[config.mk]
export PLATFORM = sky130hd
export DESIGN_NAME = pcm_channel_extract_to_float_top
export DESIGN_NICKNAME = d
export VERILOG_FILES = /design/src/rtl/pcx_pkg.sv /design/src/rtl/pcx_front.sv /design/src/rtl/pcx_queue.sv /design/src/rtl/pcx_convert.sv /design/src/rtl/pcm_channel_extract_to_float_top.sv
export VERILOG_INCLUDE_DIRS = /design/src /design/src/rtl
export SDC_FILE = /design/constraint.sdc
export NUM_CORES = 1
export LEC_CHECK = 0
export ABC_AREA = 1
export BUFFER_PORTS_ARGS = -buffer_cell sky130_fd_sc_hd__buf_4
export CAP_MARGIN = 20
export CORE_MARGIN = 2
export CORE_UTILIZATION = 45
export CTS_CLUSTER_DIAMETER = 120
export DETAILED_ROUTE_END_ITERATION = 8
export PLACE_DENSITY = 0.67
export SLEW_MARGIN = 25
export SYNTH_ARGS = -nofsm -noshare
export SYNTH_HDL_FRONTEND = slang
export SYNTH_HIERARCHICAL = 1
export SYNTH_SLANG_ARGS = --single-unit
[constraint.sdc]
create_clock -name clk -period 8.6 [get_ports clk]
set_input_delay 0.86 -clock clk [delete_from_list [all_inputs] [get_ports clk]]
set_output_delay 0.86 -clock clk [all_outputs]
set_load 0.02 [all_outputs]
[src/rtl/pcm_channel_extract_to_float_top_defines.svh]
// Assertion macros shared by the PCM extractor RTL.
`ifndef PCM_CHANNEL_EXTRACT_TO_FLOAT_TOP_DEFINES_SVH
`define PCM_CHANNEL_EXTRACT_TO_FLOAT_TOP_DEFINES_SVH

// Implication checked on every rising clock edge outside reset.
`define PCX_ASSERT_IMPL(label, ante, cons, msg) \
  label: assert property (@(posedge clk) disable iff (rst) (ante) |-> (cons)) \
    else $error(msg);

// Next-cycle implication checked outside reset.
`define PCX_ASSERT_NEXT(label, ante, cons, msg) \
  label: assert property (@(posedge clk) disable iff (rst) (ante) |=> (cons)) \
    else $error(msg);

`endif

[src/rtl/pcx_pkg.sv]
// Types and constants for the PCM channel extractor.
package pcx_pkg;

  typedef enum logic [1:0] {
    ENC_FLOAT32 = 2'd0,
    ENC_PCM16   = 2'd1,
    ENC_PCM24   = 2'd2,
    ENC_PCM32   = 2'd3
  } enc_t;

  typedef enum logic [1:0] {
    ST_OK      = 2'd0,
    ST_BADCFG  = 2'd1,
    ST_PARTIAL = 2'd2
  } status_t;

  localparam logic [1:0] REG_CHANNEL_COUNT    = 2'd0;
  localparam logic [1:0] REG_SELECTED_CHANNEL = 2'd1;
  localparam logic [1:0] REG_SAMPLE_ENCODING  = 2'd2;
  localparam logic [1:0] REG_VALID_BIT_COUNT  = 2'd3;

  typedef struct packed {
    logic [7:0] stream_byte;
    logic       buffer_end;
  } in_item_t;

  typedef struct packed {
    logic [31:0] sample_bits;
    logic [1:0]  status;
    logic        last_sample;
  } out_item_t;

  // Work item handed from the front to the converter
  typedef struct packed {
    logic [31:0] raw;
    logic [1:0]  status;
    logic        last;
    logic        is_float;
    logic [5:0]  cbits;
    logic [5:0]  vbits;
  } job_t;

endpackage

[src/rtl/pcx_front.sv]
// Front end: frame position tracking and byte assembly.
module pcx_front
  import pcx_pkg::*;
#(
  parameter int MAX_CHANNELS = 32
) (
  input  logic       clk,
  input  logic       rst,
  input  logic       in_valid,
  input  in_item_t   in_item,
  input  logic       take,
  input  logic [5:0] channel_count,
  input  logic [4:0] selected_channel,
  input  logic [1:0] sample_encoding,
  input  logic [5:0] valid_bit_count,
  output logic       job_valid,
  output job_t       job
);

  logic [7:0]  pos;
  logic [31:0] assembled;
  logic [2:0]  nbytes;
  logic [5:0]  cbits;
  logic        cfg_ok;
  logic [8:0]  frame_size;
  logic [7:0]  start;
  logic [8:0]  rel;
  logic [31:0] merged;
  logic        frame_done;

  // Configuration decode
  always_comb begin
    unique case (enc_t'(sample_encoding))
      ENC_PCM16: nbytes = 3'd2;
      ENC_PCM24: nbytes = 3'd3;
      default:   nbytes = 3'd4;
    endcase
    cbits      = {nbytes, 3'b000};
    frame_size = 9'(channel_count) * 9'(nbytes);
    start      = 8'(selected_channel) * 8'(nbytes);
    cfg_ok = (channel_count != 6'd0) && ({26'd0, channel_count} <= 32'(MAX_CHANNELS))
           && ({1'b0, selected_channel} < channel_count)
           && ((enc_t'(sample_encoding) == ENC_FLOAT32)
               || ((valid_bit_count != 6'd0) && (valid_bit_count <= cbits)));
  end

  // Byte merge and frame close detection
  always_comb begin
    rel    = {1'b0, pos} - {1'b0, start};
    merged = assembled;
    if ((pos >= start) && (rel < {6'd0, nbytes}))
      merged = assembled | ({24'd0, in_item.stream_byte} << {rel[1:0], 3'b000});
    frame_done = ({1'b0, pos} + 9'd1 >= frame_size);
    job.raw      = merged;
    job.is_float = (enc_t'(sample_encoding) == ENC_FLOAT32);
    job.cbits    = cbits;
    job.vbits    = valid_bit_count;
    job.last     = in_item.buffer_end;
    job_valid    = 1'b0;
    job.status   = ST_OK;
    if (!cfg_ok) begin
      job_valid  = in_item.buffer_end;
      job.status = ST_BADCFG;
    end else if (frame_done) begin
      job_valid = 1'b1;
    end else if (in_item.buffer_end) begin
      job_valid  = 1'b1;
      job.status = ST_PARTIAL;
    end
    job_valid = job_valid & in_valid;
  end

  // Position and assembly registers
  always_ff @(posedge clk) begin
    if (rst) begin
      pos       <= 8'd0;
      assembled <= 32'd0;
    end else if (take) begin
      if (!cfg_ok) begin
        if (in_item.buffer_end) begin
          pos       <= 8'd0;
          assembled <= 32'd0;
        end
      end else if (frame_done || in_item.buffer_end) begin
        pos       <= 8'd0;
        assembled <= 32'd0;
      end else begin
        pos       <= pos + 8'd1;
        assembled <= merged;
      end
    end
  end

endmodule

[src/rtl/pcx_queue.sv]
// Two-entry queue between front end and converter.
module pcx_queue
  import pcx_pkg::*;
(
  input  logic clk,
  input  logic rst,
  input  logic wr,
  input  job_t wr_data,
  output logic full,
  output logic rd_valid,
  output job_t rd_data,
  input  logic rd
);

  job_t       mem [2];
  logic       wptr, rptr;
  logic [1:0] count;

  assign full     = (count == 2'd2);
  assign rd_valid = (count != 2'd0);
  assign rd_data  = mem[rptr];

  always_ff @(posedge clk) begin
    if (wr) mem[wptr] <= wr_data;
  end

  always_ff @(posedge clk) begin
    if (rst) begin
      wptr  <= 1'b0;
      rptr  <= 1'b0;
      count <= 2'd0;
    end else begin
      if (wr) wptr <= ~wptr;
      if (rd) rptr <= ~rptr;
      count <= count + {1'b0, wr} - {1'b0, rd};
    end
  end

endmodule

[src/rtl/pcx_convert.sv]
// Back end: two-stage PCM to float32 conversion with output register.
module pcx_convert
  import pcx_pkg::*;
(
  input  logic      clk,
  input  logic      rst,
  input  logic      job_valid,
  input  job_t      job,
  output logic      job_ready,
  output logic      out_valid,
  input  logic      out_ready,
  output out_item_t out_item
);

  logic        s1_valid, s2_valid;
  logic        adv2, adv1;
  // Stage 1 registers
  logic [31:0] s1_mag;
  logic        s1_sign, s1_float, s1_last;
  logic [1:0]  s1_status;
  logic [31:0] s1_raw;
  logic [5:0]  s1_vbits;

  // Stage 0 combinational: sign extend, truncating shift, magnitude
  logic signed [32:0] sv;
  logic [5:0]  shamt;
  logic [31:0] mag0;
  always_comb begin
    unique case (job.cbits)
      6'd16:   sv = 33'(signed'(job.raw[15:0]));
      6'd24:   sv = 33'(signed'(job.raw[23:0]));
      default: sv = 33'(signed'(job.raw[31:0]));
    endcase
    shamt = job.cbits - job.vbits;
    // Magnitude shift truncates toward zero
    if (sv < 0) mag0 = 32'((-sv) >> shamt[4:0]);
    else        mag0 = 32'(sv >> shamt[4:0]);
  end

  // Stage 1 combinational: normalize and round
  logic [4:0]  p;
  logic [31:0] norm;
  logic [23:0] q;
  logic [24:0] qr;
  logic        guard, sticky;
  logic [22:0] mant;
  logic [8:0]  expo;
  logic [31:0] fbits;
  always_comb begin
    p = 5'd0;
    for (int i = 0; i < 32; i++) if (s1_mag[i]) p = 5'(i);
    norm   = s1_mag << (5'd31 - p);
    q      = norm[31:8];
    guard  = norm[7];
    sticky = |norm[6:0];
    qr     = {1'b0, q} + {24'd0, guard & (sticky | q[0])};
    expo   = {4'd0, p} + 9'd128 - {3'd0, s1_vbits};
    if (qr[24]) begin
      mant = qr[23:1];
      expo = expo + 9'd1;
    end else begin
      mant = qr[22:0];
    end
    if (s1_float)           fbits = s1_raw;
    else if (s1_mag == '0)  fbits = 32'd0;
    else                    fbits = {s1_sign, expo[7:0], mant};
  end

  assign adv2      = !s2_valid || out_ready;
  assign adv1      = !s1_valid || adv2;
  assign job_ready = adv1;
  assign out_valid = s2_valid;

  always_ff @(posedge clk) begin
    if (rst) begin
      s1_valid <= 1'b0;
      s2_valid <= 1'b0;
    end else begin
      if (adv1) s1_valid <= job_valid;
      if (adv2) s2_valid <= s1_valid;
    end
  end

  always_ff @(posedge clk) begin
    if (adv1) begin
      s1_mag    <= (job.status == ST_OK) ? mag0 : 32'd0;
      s1_sign   <= sv < 0;
      s1_float  <= job.is_float && (job.status == ST_OK);
      s1_raw    <= job.raw;
      s1_vbits  <= job.vbits;
      s1_last   <= job.last;
      s1_status <= job.status;
    end
    if (adv2 && s1_valid) begin
      out_item.sample_bits <= fbits;
      out_item.status      <= s1_status;
      out_item.last_sample <= s1_last;
    end
  end

endmodule

[src/rtl/pcm_channel_extract_to_float_top.sv]
// Top level of the interleaved PCM channel extractor to float32.
// Takes one stream byte per cycle with no bubbles while the output side keeps up;
// after the frame's final byte, a sample passes through the front queue slot,
// convert stage and output register. Only the byte that closes a frame, or a byte
// marked as buffer end, produces a result; all other bytes produce none.
// Configuration may only change while no request is in flight.
`include "pcm_channel_extract_to_float_top_defines.svh"
module pcm_channel_extract_to_float_top
  import pcx_pkg::*;
#(
  parameter int MAX_CHANNELS = 32
) (
  input  logic       clk,
  input  logic       rst,
  input  logic       in_valid,
  output logic       in_ready,
  input  in_item_t   in_data,
  output logic       out_valid,
  input  logic       out_ready,
  output out_item_t  out_data,
  input  logic       cfg_we,
  input  logic [1:0] cfg_index,
  input  logic [5:0] cfg_data
);

  logic [5:0] channel_count;
  logic [4:0] selected_channel;
  logic [1:0] sample_encoding;
  logic [5:0] valid_bit_count;
  logic       job_valid, q_full, q_valid, conv_ready, take;
  job_t       job, q_job;

  // Configuration registers
  always_ff @(posedge clk) begin
    if (rst) begin
      channel_count    <= 6'd2;
      selected_channel <= 5'd0;
      sample_encoding  <= ENC_PCM16;
      valid_bit_count  <= 6'd16;
    end else if (cfg_we) begin
      unique case (cfg_index)
        REG_CHANNEL_COUNT:    channel_count    <= cfg_data;
        REG_SELECTED_CHANNEL: selected_channel <= cfg_data[4:0];
        REG_SAMPLE_ENCODING:  sample_encoding  <= cfg_data[1:0];
        REG_VALID_BIT_COUNT:  valid_bit_count  <= cfg_data;
        default: ;
      endcase
    end
  end

  assign in_ready = !q_full;
  assign take     = in_valid && in_ready;

  pcx_front #(.MAX_CHANNELS(MAX_CHANNELS)) u_front (
    .clk, .rst, .in_valid, .in_item(in_data), .take,
    .channel_count, .selected_channel, .sample_encoding, .valid_bit_count,
    .job_valid, .job
  );

  pcx_queue u_queue (
    .clk, .rst, .wr(take && job_valid), .wr_data(job), .full(q_full),
    .rd_valid(q_valid), .rd_data(q_job), .rd(q_valid && conv_ready)
  );

  pcx_convert u_conv (
    .clk, .rst, .job_valid(q_valid), .job(q_job), .job_ready(conv_ready),
    .out_valid, .out_ready, .out_item(out_data)
  );

  `PCX_ASSERT_IMPL(a_no_overflow, q_full, !take, "queue written while full")
  `PCX_ASSERT_IMPL(a_bad_is_zero, out_valid && (out_data.status != ST_OK),
    (out_data.sample_bits == 32'd0) && out_data.last_sample, "error result not zero/last")
  `PCX_ASSERT_NEXT(a_take_posted, take && job_valid && !q_full, q_valid,
    "accepted job missing from queue")

endmodule

# After elaboration in Yosys (flattened, before gate mapping)
# Memories as Yosys holds them, arrays and structs flattened. A register that Yosys moved wholly into a read port is not among the register bits.
# Cells that the tools add are included.
dict set report classes {
  add_sub_neg 12
  multipliers 2
  div_mod_pow 0
  n_lt_le_gt_ge 7
  n_eq_ne 8
  shift 4
  mux 55
  bitwise_logic 6
  n_reduce_logical 31
}
# op n
set op_table {}
lappend op_table {{32-bit 2-to-1 mux} 7}
lappend op_table {{5-bit 2-to-1 mux} 16}
lappend op_table {{33-bit case mux with 2 select lines} 1}
lappend op_table {{33-bit by 5-bit right shift with 32-bit output} 2}
lappend op_table {{33-bit by 1-bit less-than comparator with 1-bit output, second input constant} 1}
lappend op_table {{33-bit negator} 1}
lappend op_table {{32-bit logical NOT} 1}
lappend op_table {{4-bit 2-to-1 mux} 8}
lappend op_table {{8-bit 2-to-1 mux} 4}
lappend op_table {{32-bit bitwise OR} 1}
lappend op_table {{32-bit by 5-bit left shift with 32-bit output} 1}
lappend op_table {{8-bit by 5-bit left shift with 32-bit output} 1}
lappend op_table {{24-bit by 1-bit adder with 25-bit output} 1}
lappend op_table {{23-bit 2-to-1 mux} 1}
lappend op_table {{8-bit by 1-bit adder with 8-bit output, second input constant} 2}
lappend op_table {{6-bit by 5-bit equality test with 1-bit output, second input constant} 2}
lappend op_table {{3-bit 2-to-1 mux} 4}
lappend op_table {{6-bit nonzero test} 2}
lappend op_table {{1-bit logical AND} 10}
lappend op_table {{2-bit 2-to-1 mux} 5}
lappend op_table {{2-bit AND reduction} 5}
lappend op_table {{8-bit by 1-bit adder with 9-bit output, second input constant} 1}
lappend op_table {{9-bit >= comparator} 1}
lappend op_table {{9-bit by 3-bit less-than comparator with 1-bit output} 1}
lappend op_table {{other kinds (25)} 46}
dict set report word_totals {
  ff_bits 175
  latch_bits 0
  ramBits 90
  romBits 0
  output_inout_bits 37
  elab_cells 147
  memories 1
}
# memory depth width rd rd_ports_with_merged_regs wr line_no
set mem_list {}
lappend mem_list {u_queue.mem 2 45 1 1 1 pcx_queue.sv:15} ;# job_t mem [2];

# Depth between registers and ports, before layout
dict set report depth {
  depth_word 40
  mapped_depth 49
}

# Cells and area by module
# Netlist, hierarchy kept.
# module n_inst cells_each area_per_inst_um2 seq_area_each_um2
set by_module_without_submodules {}
lappend by_module_without_submodules {pcx_convert 1 1473 9820.7 3343.2}
lappend by_module_without_submodules {pcx_front 1 710 4468.0 800.8}
lappend by_module_without_submodules {pcx_queue 1 180 3766.1 2982.9}
lappend by_module_without_submodules {pcm_channel_extract_to_float_top 1 128 844.6 380.4}

# Least setup slack after synthesis
# Ideal clock, no wire load.
dict set report synth_timing {
  path_kind {flip-flop to flip-flop}
  from {register sample_encoding[1]}
  to {memory u_queue/mem[0][0] (netlist name), enable pin}
  arrival_ns 5.473
  required_ns 8.146
  setup_slack_ns 2.672
  path_stages_with_launch 24
  path_cell_list {dfxtp_1 inv_1 ha_1 buf_6 clkbuf_1 nand2_1 o21ai_0 ha_1 ha_1 a21oi_1 nand2_1 a21oi_1 o21ai_0 xnor2_1 ha_1 nand2_1 nor2_1 nand3b_1 nand4_1 nor2_1 nor2_1 and3_1 inv_1 nor2_1}
}
# element line_no
set synth_rtl {}
lappend synth_rtl {{start: declaration} pcm_channel_extract_to_float_top.sv:28} ;# logic [1:0] sample_encoding;
lappend synth_rtl {{start signal: assignment} pcm_channel_extract_to_float_top.sv:44} ;# REG_SAMPLE_ENCODING: sample_encoding <= cfg_data[1:0];
lappend synth_rtl {{end: declaration} pcx_queue.sv:15}

==> results.rst <==
.. list-table::
   :header-rows: 1

   * - Metric
     - Value
   * - Post-route DRC
     - 0
   * - CTS sink count
     - 272
   * - Synthesized instance count
     - 2491
   * - Area Growth Syn to Fin
     - 8.46%
   * - Post-synthesis cell type with the largest combined area
     - edfxtp_1
   * - Top achievable clock speed
     - 164 MHz
   * - Critical Path Start Type
     - register
   * - Clock insertion delay at the later pin of the skew report
     - 570 ps
   * - Launch point of the worst hold path
     - u_conv/s1_status[0]$_DFFE_PP_
   * - Total of buffers placed on input and output ports
     - 58
   * - Worst hold stages
     - 0
   * - First-pass GRT wire length
     - 80.8 mm
   * - CTS H-tree lvls
     - 1
   * - Avg Vias per Cell
     - 5.36
   * - Total gr overflow
     - 0
   * - Clock transition time at the flip-flop clock pins of the worst setup and hold paths
     - 60 ps
   * - Area of placed instances
     - 19500 um2
   * - Run status
     - complete, no violations
   * - Commonest cells after routing, fill and taps aside
     - nand2_1 (746), nand3_1 (289), inv_1 (278)
   * - Vias in the first global route
     - 15500
   * - Die boundary height
     - 209 um
   * - Core Area
     - 41700 um2
   * - Top area cells in the synthesized netlist
     - edfxtp_1 (33%), nand2_1 (15%), nand3_1 (7.7%)
   * - WS Path Type
     - reg -> reg
   * - Final min period
     - 6100 ps
   * - Yosys reg bits
     - 272
   * - Final cell area excluding filler cells
     - 20500 um2
   * - Relative max-transition margin
     - 31.3%
   * - Routed wire length per instance
     - 16.4 um
   * - Required time of the critical path
     - 8890 ps
   * - Routability congestion estimate from global placement
     - 0.988
   * - Clock tree from TritonCTS
     - done
   * - Maximum number of pins on one net before global-route repair
     - 78
   * - Worst clock skew
     - 23.0 ps
   * - Worst Hold Margin
     - 423 ps
   * - Ant diodes
     - 0
   * - Count of different cell masters after synthesis
     - 60
   * - Vias after detailed routing
     - 16300
   * - Die area
     - 43700 um2
   * - Number of iterations in the first detailed-routing pass
     - 6
   * - Worst reg-to-reg path cell count
     - 23
   * - Summed instance area of the synthesized netlist
     - 18900 um2
   * - Worst Max-Slew Pin Slew
     - 1030 ps
   * - Sequential share of the synthesized area
     - 39.7%
   * - Class of the tightest hold or removal check
     - reg -> reg
   * - Unrepaired setup endpoints after global routing
     - false
   * - Number of setup violations in the final report
     - 0
   * - Arr. time, crit path
     - 6390 ps
   * - Endpoint class of the critical path
     - register
   * - Total clock buffers created by CTS
     - 29
   * - # Max-Cap Violations
     - 0
   * - I/O Pins
     - 59
   * - Post-CTS sizing
     - 0
   * - Share of cells above drive strength 1
     - 11.4%
   * - Mean post-synth cell area
     - 7.59 um2
   * - Drt total wl
     - 50.0 mm
   * - CTS Buffer Depth
     - 3
   * - Placement Rows
     - 75
   * - Worst Path Max Fanout
     - 30
   * - Remaining number of nets flagged by the antenna check after routing
     - 0
   * - Initial Util
     - 45.4%
   * - Number of DRC violations after detailed-routing iteration 0
     - 1286
   * - Antenna violations before repair
     - 0
   * - Total Nets Final
     - 2566
   * - Number of buffers inserted to repair setup after CTS
     - 0
   * - Global-route usage over all layers
     - 22.9%
   * - Fin. Hold Viols
     - 0
   * - Post-route fraction of the period consumed by the critical path
     - 70.9%
   * - Detailed placement HPWL
     - 37.1 mm
   * - # hold bufs at CTS
     - 0
   * - Die span in x
     - 209 um
   * - Yosys Warn Count
     - 6
   * - Area fraction of the dominant cell type after synthesis
     - 32.7%
   * - Fillers
     - 4008
   * - Sum Neg Setup Slack
     - 0 ps
   * - Final Max Slew Viols
     - 0
   * - Clk Tree Root Cell
     - clkbuf_16
   * - Most common cell after layout, fill and taps aside
     - nand2_1
Yosys cell counts, drive strengths merged:
cell,n
a211o,1
a21o,1
nor3,55
a22oi,2
o21a,3
xnor2,25
and3,1
a221oi,1
mux2i,18
a21oi,99
ha,61
nand2,777
edfxtp,206
o21bai,6
nand4,27
nand3b,4
xor2,39
o41ai,2
dfxtp,66
or2,5
conb,1
fa,5
a211oi,2
inv,286
a31oi,6
nor2b,1
clkinv,8
o22ai,1
nand3,298
a41oi,1
o211ai,6
nor4,4
or3,1
nor2,180
o21ai,116
clkbuf,53
o31ai,2
a22o,1
mux2,48
buf,72
critical path: stages (launching register included):
cell and delay, ps:
dfxtp_2 890, mux2_2 440, nand2_1 90, nor3_1 80
clkinv_1 160, nor2_1 70, clkinv_1 140, nor2_1 80
a21oi_1 310, inv_1 150, nor2_1 740, clkinv_1 750
o41ai_1 320, o21ai_0 220, xor2_1 180, inv_1 70
nand2_1 50, o21ai_0 150, o21ai_0 250, inv_1 80
nand2_1 60, o21ai_0 170, mux2i_1 270, a21oi_1 110
cells by family after synthesis:
family                     share of synthesized area (%)
AOI/OAI and AO/OA                                   7.75
xor gates and xnor gates                            2.97
adders and majority gates                           4.57
buffers and inverters                               9.69
DFF                                                 39.7
muxes                                               4.21
other                                             0.0198
and+or+nand+nor                                     31.1
flip-flops by register name (all words and copies together), names as in the netlist, named ones only:
| name | flops |
|---|---|
| u_queue/count | 2 |
| u_front/pos | 8 |
| u_conv/out_valid | 1 |
| u_conv/s1_valid | 1 |
| u_queue/mem | 96 |
| u_conv/s1_raw | 32 |
| u_conv/s1_mag | 32 |
| u_conv/s1_last | 1 |
| u_conv/s1_vbits | 6 |
| u_conv/s1_float | 1 |
| valid_bit_count | 6 |
| selected_channel | 5 |
| u_conv/s1_sign | 1 |
| u_conv/out_item | 35 |
| channel_count | 6 |
| sample_encoding | 2 |
| u_queue/rptr | 1 |
| u_front/assembled | 32 |
| u_queue/wptr | 1 |
| u_conv/s1_status | 2 |
layer usage:
layer	wire length, um	GRT usage, %	vias to the layer above
met5	0	0	-
met4	1890	9.04	0
met3	2750	2.98	117
met2	23500	38.3	513
met1	21900	30.3	7518
li1	-	-	8133
stage by stage:
| stage | std cells | utilization (%) | setup slack, ps |
|---|---|---|---|
| after global placement | 2986 | 46.8 | 2740 |
| final | 3039 | 49.2 | 2500 |
| after global routing | 3039 | 49.2 | 1990 |
| after floorplan | 2495 | - | 2670 |
| after detailed placement | 2986 | 46.8 | 2700 |
| after CTS | 3039 | 49.2 | 2670 |
layout make-up:
| cell class | count | area (um2) | share of cell area [%] |
|---|---|---|---|
| Tap cell | 539 | 674 | 3.29 |
| Multi-Input combinational cell | 1804 | 9620 | 46.9 |
| Inverter | 294 | 1110 | 5.40 |
| Clock buffer | 35 | 778 | 3.80 |
| Timing Repair Buffer | 77 | 578 | 2.82 |
| Sequential cell | 272 | 7510 | 36.6 |
| Clock inverter | 18 | 230 | 1.12 |
path summary, 6_finish.rpt:
check,end,slack (ps)
setup / recovery,u_conv/s1_mag[1]$_SDFFCE_PP0P_,2500
hold / removal,u_conv/out_item[1]$_DFFE_PP_,420
setup reg to reg,u_conv/s1_mag[1]$_SDFFCE_PP0P_,2500
hold reg to reg,u_conv/out_item[1]$_DFFE_PP_,420
Power is left out: the tool's default activity adds up to more than one toggle a clock period on the data nets, which glitch-free logic cannot reach.
